`config.mk`:
```
export PLATFORM = sky130hd
export DESIGN_NAME = lenient_base64_decoder
export DESIGN_NICKNAME = d
export VERILOG_FILES = /design/src/rtl/core/lb64_pkg.sv /design/src/rtl/core/lenient_base64_decoder.sv
export SDC_FILE = /design/constraint.sdc
export NUM_CORES = 1
export LEC_CHECK = 0
export ABC_AREA = 1
export BUFFER_PORTS_ARGS = -buffer_cell sky130_fd_sc_hd__buf_4
export CAP_MARGIN = 20
export CORE_MARGIN = 1.5
export CORE_UTILIZATION = 48
export CTS_CLUSTER_DIAMETER = 150
export DETAILED_ROUTE_END_ITERATION = 16
export GPL_TIMING_DRIVEN = 0
export HOLD_SLACK_MARGIN = 0.02
export PLACE_DENSITY_LB_ADDON = 0.2
export SYNTH_ARGS = -nofsm -noshare
export SYNTH_HDL_FRONTEND = slang
export SYNTH_SLANG_ARGS = --single-unit
export TNS_END_PERCENT = 5
```
`constraint.sdc`:
```
create_clock -name clk -period 9.6 [get_ports clk]
set_input_delay 0.48 -clock clk [delete_from_list [all_inputs] [get_ports clk]]
set_output_delay 0.48 -clock clk [all_outputs]
set_load 0.02 [all_outputs]
```
`src/rtl/core/lb64_pkg.sv`:
```
`timescale 1ns / 1ps

package lb64_pkg;

    // Width of one stored slot: six value bits and a padding flag on top.
    localparam int SLOT_W = 7;
    localparam int VAL_W  = 6;
    localparam int PAD_BIT = 6;

    // Number of slots kept between items (the fourth never needs storing).
    localparam int SLOTS_HELD = 3;

    // Codes returned by the character lookup.
    localparam logic [7:0] CODE_PAD  = 8'd64;
    localparam logic [7:0] CODE_SKIP = 8'd255;

    // Offsets of the alphabet ranges and the two symbol values.
    localparam logic [7:0] LOWER_BASE = 8'd26;
    localparam logic [7:0] DIGIT_BASE = 8'd52;
    localparam logic [7:0] PLUS_VAL   = 8'd62;
    localparam logic [7:0] SLASH_VAL  = 8'd63;

    // Character codes.
    localparam logic [7:0] CHR_UPPER_A = 8'h41;
    localparam logic [7:0] CHR_UPPER_Z = 8'h5A;
    localparam logic [7:0] CHR_LOWER_A = 8'h61;
    localparam logic [7:0] CHR_LOWER_Z = 8'h7A;
    localparam logic [7:0] CHR_ZERO    = 8'h30;
    localparam logic [7:0] CHR_NINE    = 8'h39;
    localparam logic [7:0] CHR_PLUS    = 8'h2B;
    localparam logic [7:0] CHR_SLASH   = 8'h2F;
    localparam logic [7:0] CHR_EQUALS  = 8'h3D;

    typedef logic [SLOT_W-1:0] slot_t;

    // Maps a character to 0..63, to the padding code, or to the skip code.
    function automatic logic [7:0] classify(input logic [7:0] c);
        logic [7:0] r;
        case (c) inside
            [CHR_UPPER_A:CHR_UPPER_Z]: r = c - CHR_UPPER_A;
            [CHR_LOWER_A:CHR_LOWER_Z]: r = c - CHR_LOWER_A + LOWER_BASE;
            [CHR_ZERO:CHR_NINE]:       r = c - CHR_ZERO + DIGIT_BASE;
            CHR_PLUS:                  r = PLUS_VAL;
            CHR_SLASH:                 r = SLASH_VAL;
            CHR_EQUALS:                r = CODE_PAD;
            default:                   r = CODE_SKIP;
        endcase
        return r;
    endfunction

endpackage

```
`src/rtl/core/lenient_base64_decoder.sv`:
```
`timescale 1ns / 1ps

// Lenient base64 decoder.
// The slave channel carries one character per item in s_tdata, with s_tlast
// on the final character of a text. Characters outside the alphabet are
// skipped and '=' counts as padding. The master channel carries decoded
// bytes in m_tdata; m_tlast marks the last byte that one input item caused
// (an item causes none, one, two or three bytes).
// An accepted item is held in the input register, where the lookup and
// the group decode run; its bytes enter the result register at the edge
// on which the item leaves the input register, and are shown from there.
// Items that cause no byte pass at one per cycle whatever the master side
// does. An item that causes bytes waits in the input register until the
// result register is empty or giving its final byte; the result register
// sends one byte per cycle while m_tready is high, so four-character groups
// then flow at one character per cycle. A stalled receiver holds the result
// register and, once a byte-causing item waits behind it, s_tready falls.
// Reset empties both registers and clears the open group and the halt flag;
// the decoder is ready for a new text as soon as reset is released.
module lenient_base64_decoder
    import lb64_pkg::*;
(
    input  logic       clk,
    input  logic       rst_n,
    input  logic       s_tvalid,
    output logic       s_tready,
    input  logic [7:0] s_tdata,   // [7:0] char_code
    input  logic       s_tlast,   // end_of_text
    output logic       m_tvalid,
    input  logic       m_tready,
    output logic [7:0] m_tdata,   // [7:0] byte_value
    output logic       m_tlast    // last_of_run
);

    // Input register.
    logic       in_valid_reg;
    logic [7:0] char_reg;
    logic       eot_reg;

    // Open group state.
    slot_t      slot_reg  [SLOTS_HELD];
    slot_t      slot_next [SLOTS_HELD];
    logic [1:0] cnt_reg;
    logic [1:0] cnt_next;
    logic       halted_reg;
    logic       halted_next;

    // Result register.
    logic [7:0] res_byte_reg [SLOTS_HELD];
    logic [1:0] left_reg;
    logic [1:0] idx_reg;

    // Decode datapath.
    logic [7:0] code;
    logic       skip;
    slot_t      g0, g1, g2, g3;
    logic [2:0] n_slots;
    logic       do_dec;
    logic       bad;
    logic [1:0] k;
    logic [7:0] b0, b1, b2;
    logic       res_free;
    logic       advance;
    logic       load;

    // Lookup and group assembly for the item in the input register.
    always_comb
    begin
        code        = classify(char_reg);
        skip        = (code == CODE_SKIP);
        slot_next   = slot_reg;
        cnt_next    = cnt_reg;
        g0          = slot_reg[0];
        g1          = slot_reg[1];
        g2          = slot_reg[2];
        g3          = code[SLOT_W-1:0];
        n_slots     = 3'd4;
        do_dec      = 1'b0;
        if (!halted_reg)
        begin
            if (!skip)
            begin
                if (cnt_reg == 2'd3)
                begin
                    // Fourth slot completes the group.
                    do_dec   = 1'b1;
                    cnt_next = 2'd0;
                end
                else
                begin
                    slot_next[cnt_reg] = code[SLOT_W-1:0];
                    cnt_next           = cnt_reg + 2'd1;
                end
            end
            // A text ending with two or three slots filled closes the group.
            if (eot_reg && (cnt_next >= 2'd2))
            begin
                g0      = slot_next[0];
                g1      = slot_next[1];
                g2      = slot_next[2];
                g3      = '0;
                n_slots = {1'b0, cnt_next};
                do_dec  = 1'b1;
            end
        end
    end

    // Group decode: padding in a leading slot halts the text.
    always_comb
    begin
        bad         = g0[PAD_BIT] | g1[PAD_BIT];
        halted_next = halted_reg | (do_dec & bad);
        b0          = {g0[VAL_W-1:0], g1[VAL_W-1:VAL_W-2]};
        b1          = {g1[VAL_W-3:0], g2[VAL_W-1:2]};
        b2          = {g2[1:0], g3[VAL_W-1:0]};
        if (!do_dec || bad)
        begin
            k = 2'd0;
        end
        else if ((n_slots > 3'd2) && !g2[PAD_BIT])
        begin
            if ((n_slots > 3'd3) && !g3[PAD_BIT])
            begin
                k = 2'd3;
            end
            else
            begin
                k = 2'd2;
            end
        end
        else
        begin
            k = 2'd1;
        end
    end

    // Handshake: an item leaves the input register when its bytes fit.
    assign res_free = (left_reg == 2'd0) || ((left_reg == 2'd1) && m_tready);
    assign advance  = in_valid_reg && (res_free || (k == 2'd0));
    assign load     = advance && (k != 2'd0);
    assign s_tready = !in_valid_reg || advance;

    assign m_tvalid = (left_reg != 2'd0);
    assign m_tdata  = res_byte_reg[idx_reg];
    assign m_tlast  = (left_reg == 2'd1);

    // Control state.
    always_ff @(posedge clk or negedge rst_n)
    begin
        if (!rst_n)
        begin
            in_valid_reg <= 1'b0;
            cnt_reg      <= 2'd0;
            halted_reg   <= 1'b0;
            left_reg     <= 2'd0;
            idx_reg      <= 2'd0;
            for (int i = 0; i < SLOTS_HELD; i++)
            begin
                slot_reg[i] <= '0;
            end
        end
        else
        begin
            if (s_tready)
            begin
                in_valid_reg <= s_tvalid;
            end
            // Group state moves on; the final character clears it.
            if (advance)
            begin
                if (eot_reg)
                begin
                    cnt_reg    <= 2'd0;
                    halted_reg <= 1'b0;
                    for (int i = 0; i < SLOTS_HELD; i++)
                    begin
                        slot_reg[i] <= '0;
                    end
                end
                else
                begin
                    cnt_reg    <= cnt_next;
                    halted_reg <= halted_next;
                    slot_reg   <= slot_next;
                end
            end
            // Result register: load a new run or step through the current one.
            if (load)
            begin
                left_reg <= k;
                idx_reg  <= 2'd0;
            end
            else if (m_tvalid && m_tready)
            begin
                left_reg <= left_reg - 2'd1;
                idx_reg  <= idx_reg + 2'd1;
            end
        end
    end

    // Payload registers.
    always_ff @(posedge clk)
    begin
        if (s_tvalid && s_tready)
        begin
            char_reg <= s_tdata;
            eot_reg  <= s_tlast;
        end
        if (load)
        begin
            res_byte_reg[0] <= b0;
            res_byte_reg[1] <= b1;
            res_byte_reg[2] <= b2;
        end
    end

endmodule

```
==> reports/results.ini, run 1 <==
[run_status]
status=finished, final reports clean

[synth]
yosysTopAreaCell=edfxtp_1
yosys.cell_types.count=37
yosysMostFrequentCell=nand2_1
synth-edff-count=33
netlist_instances=551
yosysWarnings=0
synth.avg_cell_area_sq_um=7.773
seq_area_frac_synth_pct=40.08
ys_ff_latch=62
syn_nets=579
synth_area_leaders=edfxtp_1, dfrtp_1, nand2_1, nand3_1, nand2_2
synth.top_cell.area_share_pct=23.14
ys.flop_type=edfxtp_1
synthArstFlopShare_pct=46.77
synth_common_cells=nand2_1, nor2_1, nand3_1
syn_area_sq_um=4283

[worst_setup_path]
r2r_slack_ns=5.51
worstPathMaxFanout=9
reg2reg_depth=18
path_class=reg -> out
rr_startpoint=char_reg[2]$_DFFE_PP_
worst_setup_path_start_kind=flop
critPathLaunch=char_reg[2]$_DFFE_PP_
crit_required_ns=9.12
critical_path.endpoint_type=primary output
crit_arrival_ns=3.73
r2r_end=char_reg[7]$_DFFE_PP_

[final_layout]
layout.cells.non_filler=699
area_growth_pct=11.69
antennaDiodeCount=0
largest_register_ffs=24
drive_gt1_share_pct=20.14
finalNetCount=614
fillers=847

[power_and_ir_drop]
p_per_area_nw_per_um2=280.6
p_leak_nw=2.280
peakVddDrop_mv=0.09790

[floorplanning]
start_util_pct=49.35
die_x_um=97.46
boundaryPins=24
fp-row-count=34
die_h_um=97.46
coreArea_sq_um=8678
dieArea_sq_um=9498

[clock_network]
htreeDepth=3
cts_resized=0
clkSinkCount=62
cts_tree=yes
cts_root_buf=clkbuf_8
clock_path_buffers=2
clkTransAtPathRegs_ns=0.08
clk_latency_ns=0.35
ctsHoldBuffers=0
cts_buffers=9
post_cts_buffers=0

[global_route]
grt_usage_pct=22.74
grt_pass1_wl_um=17110
antenna_found_initial=0
grt_pass1_vias=3615
grt.overflow.total=0
grt_max_degree=30

[drt]
detail-route-antenna-nets=0
dr_total_vias=3721
wl_um=10000
drtPass1Iterations=5
drc_errors=0
drt_iter0_markers=157
avgViaCountPerCell=5.323
wl_per_cell_um=14.31

[sta]
slew_headroom_pct=45.05
worstMarginPinSlew_ns=0.8212
slew_viol_final=0
hold_violations=0
finClkSkew_ns=0.01296
setup_viol=0
period_share_pct=43.87
finalSetupTns_ns=0
rsz0062_at_grt=no
fmax_mhz=237.4
layout_min_cycle_time_ns=4.212

[placement]
gp_congestion=0.9595
dpl.hpwl_um=7661
dp.cells=683
numPortBuffers=23

[worst_hold_path]
min_path_type=in -> async

[run]
cap_violations=0

where the power goes:
group | switching [mW] | total, mW | leakage, nW | internal, mW
clock | 0.111 | 0.205 | 0.0820 | 0.0934
sequential | 0.0534 | 0.423 | 0.688 | 0.369
combinational | 0.468 | 0.715 | 1.51 | 0.246
total | 0.633 | 1.34 | 2.28 | 0.709
worst max-delay path by stage:
stage,cells past startpoint,endpoint,slack [ns]
3_3_place_gp,17,left_reg[0]$_DFFE_PN0P_,4.87
6_report,18,s_tready,5.39
4_1_cts,18,s_tready,5.37
3_5_place_dp,18,char_reg[1]$_DFFE_PP_,5.47
5_1_grt,18,s_tready,5.12
2_1_floorplan,17,left_reg[0]$_DFFE_PN0P_,5.85
cell families after synthesis:
logic type | count (synthesis) | share of synthesized area (%)
fa+ha+maj | 15 | 4.382
xor+xnor | 5 | 1.022
compound gates | 75 | 8.998
simple gates | 319 | 37.69
flops | 62 | 40.08
buf+inv | 75 | 7.829
placed cells by master (no fill, tap or decap), types with 24 or more instances in the layout:
cell type / netlist / final
dfrtp_1: 29 / 29
edfxtp_1: 33 / 33
inv_1: 46 / 46
buf_4: 3 / 26
nand3_1: 58 / 58
a21oi_1: 46 / 46
o21ai_0: 24 / 24
nand2_2: 38 / 38
nor2_1: 60 / 60
nand2_1: 126 / 126
layer usage:
layer / track usage, % / vias up / wire length [um]
li1: - / 1870 / -
met1: 28.78 / 1728 / 4435
met2: 38.62 / 103 / 4855
met3: 3.453 / 20 / 482
met4: 9.780 / 0 / 228
met5: 0 / - / 0
layout make-up:
class | count | area (sq um) | share of cell area, %
plain buffers | 19 | 117.6 | 2.459
clock buffers | 9 | 123.9 | 2.590
clock inverters | 7 | 47.55 | 0.9940
inverters | 56 | 217.7 | 4.551
multi-input cells | 414 | 2237 | 46.77
flip-flops and latches | 62 | 1717 | 35.89
well taps | 108 | 135.1 | 2.825
repair buffers | 24 | 187.7 | 3.924
metrics by stage:
step | utilization, % | power [mW] | hold slack [ns] | setup slack, ns | area, sq um
final | 55.12 | 1.342 | 0.04689 | 5.388 | 4783
after floorplan | - | 0.9503 | 0.1844 | 5.849 | 4283
after CTS | 55.12 | 1.345 | 0.06093 | 5.371 | 4783
after global placement | 52.90 | 1.122 | 0.4472 | 4.874 | 4591
after detailed placement | 53.14 | 1.139 | 0.4436 | 5.474 | 4612
after global routing | 55.12 | 1.456 | 0.07561 | 5.115 | 4783
worst max-delay path: stages, from the launching register on:
cell      delay, ns
edfxtp_1       0.54
inv_1          0.23
ha_1           0.32
nand2_1        0.11
a21oi_1        0.21
o21ai_2        0.14
nand2_2        0.19
nand4_1        0.18
nor3_4         0.35
nand2_4        0.14
nand2_4        0.10
nand3_4        0.08
nand2_1        0.14
nand2_4        0.07
nor2_4         0.12
nand2_4        0.07
nor2_1         0.16
inv_1          0.07
buf_4          0.16
Note: power is estimated with default switching activity, not from simulation.
==> run 2: changes to the inputs <==
clock period = 3.5 ns   (was 9.6 ns; I/O delays follow)
==> run 2 against run 1 <==
Compared with the run above: non-clock buffer count up 35; count of clock-buffer cells in the layout rose by 1; wire length up 9.9%; sequential share of layout area shrank 3.8 points; clock skew up 0.0011 ns; critical path type unchanged; largest power group unchanged.
==> reports/results.ini, run 2 (synthesized netlist as in run 1, its figures left out) <==
[run]
cap_violations=0  ; unchanged

[drt]
wl_per_cell_um=14.93  ; +4.4%
avgViaCountPerCell=5.341  ; +0.33%
dr_total_vias=3931  ; +5.6%
drtPass1Iterations=5  ; unchanged
drc_errors=0  ; unchanged
detail-route-antenna-nets=0  ; unchanged
wl_um=10990  ; +9.9%
drt_iter0_markers=220  ; +40%

[sta]
period_share_pct=98.76
rsz0062_at_grt=yes
setup_viol=0  ; unchanged
slew_viol_final=0  ; unchanged
layout_min_cycle_time_ns=3.457
whs_ns=0.1597  ; +0.1128 ns
slew_headroom_pct=43.22  ; -1.8 points
worstMarginPinSlew_ns=0.8517  ; +0.03056 ns
hold_violations=0  ; unchanged
fmax_mhz=289.3
finalSetupTns_ns=0  ; unchanged
finClkSkew_ns=0.01403  ; +0.001071 ns

[final_layout]
finalNetCount=651  ; +6.0%
utilization_pct=61.66  ; +6.5 points
fin_area_sq_um=5351  ; +12%
largest_register_ffs=24  ; unchanged
layout.cells.non_filler=736  ; +5.3%
final_common_cell=nand2_1
area_growth_pct=24.95
drive_gt1_share_pct=26.59  ; +6.5 points
antennaDiodeCount=0  ; unchanged
final_cell_mix=nand2_1, nor2_1, nand3_1, a21oi_1, buf_4

[worst_hold_path]
holdPathStages=3
hold_start=m_tready
min_to=idx_reg[0]$_DFFE_PN0P_
min_path_type=in -> reg

[worst_setup_path]
worst_setup_path_start_kind=flop
r2r_slack_ns=0.18  ; -5.33 ns
crit_required_ns=3.32  ; -5.80 ns
path_class=reg -> out
worstPathMaxFanout=6  ; -3
reg2reg_depth=19  ; +1
critical_path.endpoint_type=primary output
crit_arrival_ns=3.28  ; -0.45 ns
rr_startpoint=char_reg[3]$_DFFE_PP_
r2r_end=res_byte_reg[0][2]$_DFFE_PP_

[placement]
dp.cells=682  ; -0.15%
placed_area_sq_um=4597  ; -0.33%
numPortBuffers=23  ; unchanged
gp_congestion=0.9448  ; -1.5%
dpl.hpwl_um=7497  ; -2.1%

[power_and_ir_drop]
p_leak_nw=2.517  ; +10%
p_per_area_nw_per_um2=758.8  ; +170%
peakVddDrop_mv=0.3673  ; +280%

[clock_network]
cts_buffers=9  ; unchanged
clkTransAtPathRegs_ns=0.08  ; about the same
cts_tree=yes
clk_latency_ns=0.35  ; about the same
clkSinkCount=62  ; unchanged
htreeDepth=3  ; unchanged
clock_path_buffers=2  ; unchanged
cts_root_buf=clkbuf_8

[global_route]
grt.overflow.total=0  ; unchanged
grt_pass1_vias=3696  ; +2.2%
grt_max_degree=30  ; unchanged
grt_usage_pct=23.78  ; +1.0 points
grt_pass1_wl_um=18010  ; +5.2%
antenna_found_initial=0  ; unchanged

[run_status]
status=finished, final reports clean

[floorplanning]
boundaryPins=24  ; unchanged
dieArea_sq_um=9498  ; unchanged
die_x_um=97.46  ; unchanged
coreArea_sq_um=8678  ; unchanged
die_h_um=97.46  ; unchanged
start_util_pct=49.35  ; unchanged
fp-row-count=34  ; unchanged

-- run 2: changes by cell type in the layout (fill, tap and decap cells not counted), sizes merged --
cell	before	now
bufinv	0	1
clkbuf	20	22
nand2	174	175
clkinvlp	3	1
buf	32	55
nor3	7	8
dlygate4sd3	0	11
-- run 2: report_power, final --
part	switching [mW]	internal, mW	leakage (nW)
logic	1.41	0.801	1.72
clock network	0.315	0.375	0.108
registers	0.145	1.01	0.688
-- run 2: final cells by class --
class,instances,area [sq um]
Fill cell,759,3327
Multi-Input combinational cell,416,2407
Sequential cell,62,1717
Timing Repair Buffer,59,531.8
Inverter,56,222.7
Clock buffer,10,148.9
Tap cell,108,135.1
Buffer,19,122.6
Clock inverter,6,66.31
-- run 2: per-stage QoR --
stage               power [mW]  worst slack, ns
floorplan                2.613           0.1079
global placement         3.074          -0.6179
detailed placement       3.113          -0.6549
CTS                      3.884         -0.05005
global route             4.361          -0.1984
finish                   4.061          0.04334
-- run 2: critical path, cell delays in order (launching register included) --
cell	delay (ns)
edfxtp_1	0.51
buf_6	0.17
ha_4	0.17
o21ai_0	0.29
nand2_1	0.13
nand2_2	0.10
nand3_4	0.12
nor3_4	0.25
buf_6	0.18
nand2_8	0.07
nand2_8	0.07
nand3_4	0.10
nand2_4	0.11
nand2_4	0.06
nor2_4	0.14
nand2_4	0.08
nor2_4	0.15
inv_1	0.06
buf_4	0.15
-- run 2: how the worst max path moves through the flow --
stage	start	to	slack (ns)
floorplan	char_reg[2]$_DFFE_PP_	res_byte_reg[0][0]$_DFFE_PP_	0.11
global placement	char_reg[2]$_DFFE_PP_	left_reg[0]$_DFFE_PN0P_	-0.62
detailed placement	char_reg[2]$_DFFE_PP_	left_reg[0]$_DFFE_PN0P_	-0.65
CTS	char_reg[2]$_DFFE_PP_	s_tready	-0.05
global route	char_reg[3]$_DFFE_PP_	s_tready	-0.20
finish	char_reg[3]$_DFFE_PP_	s_tready	0.04
-- run 2: timing repair --
action,CTS,global route
hold buffers,11,0
buffers inserted,5,20
gates cloned,1,1
pin swaps,4,13
endpoints found under the hold margin,39,0
endpoints found under the setup margin,82,78
gates resized for setup,9,38
-- run 2: per-layer routing --
layer | wire length [um] | up-vias | part of all wire (%) | GRT usage, %
li1 | - | 1948 | - | -
met1 | 4610 | 1840 | 42 | 29.42
met2 | 5658 | 116 | 51 | 41.77
met3 | 511 | 27 | 4.6 | 3.813
met4 | 209 | 0 | 1.9 | 8.681
met5 | 0 | - | 0 | 0
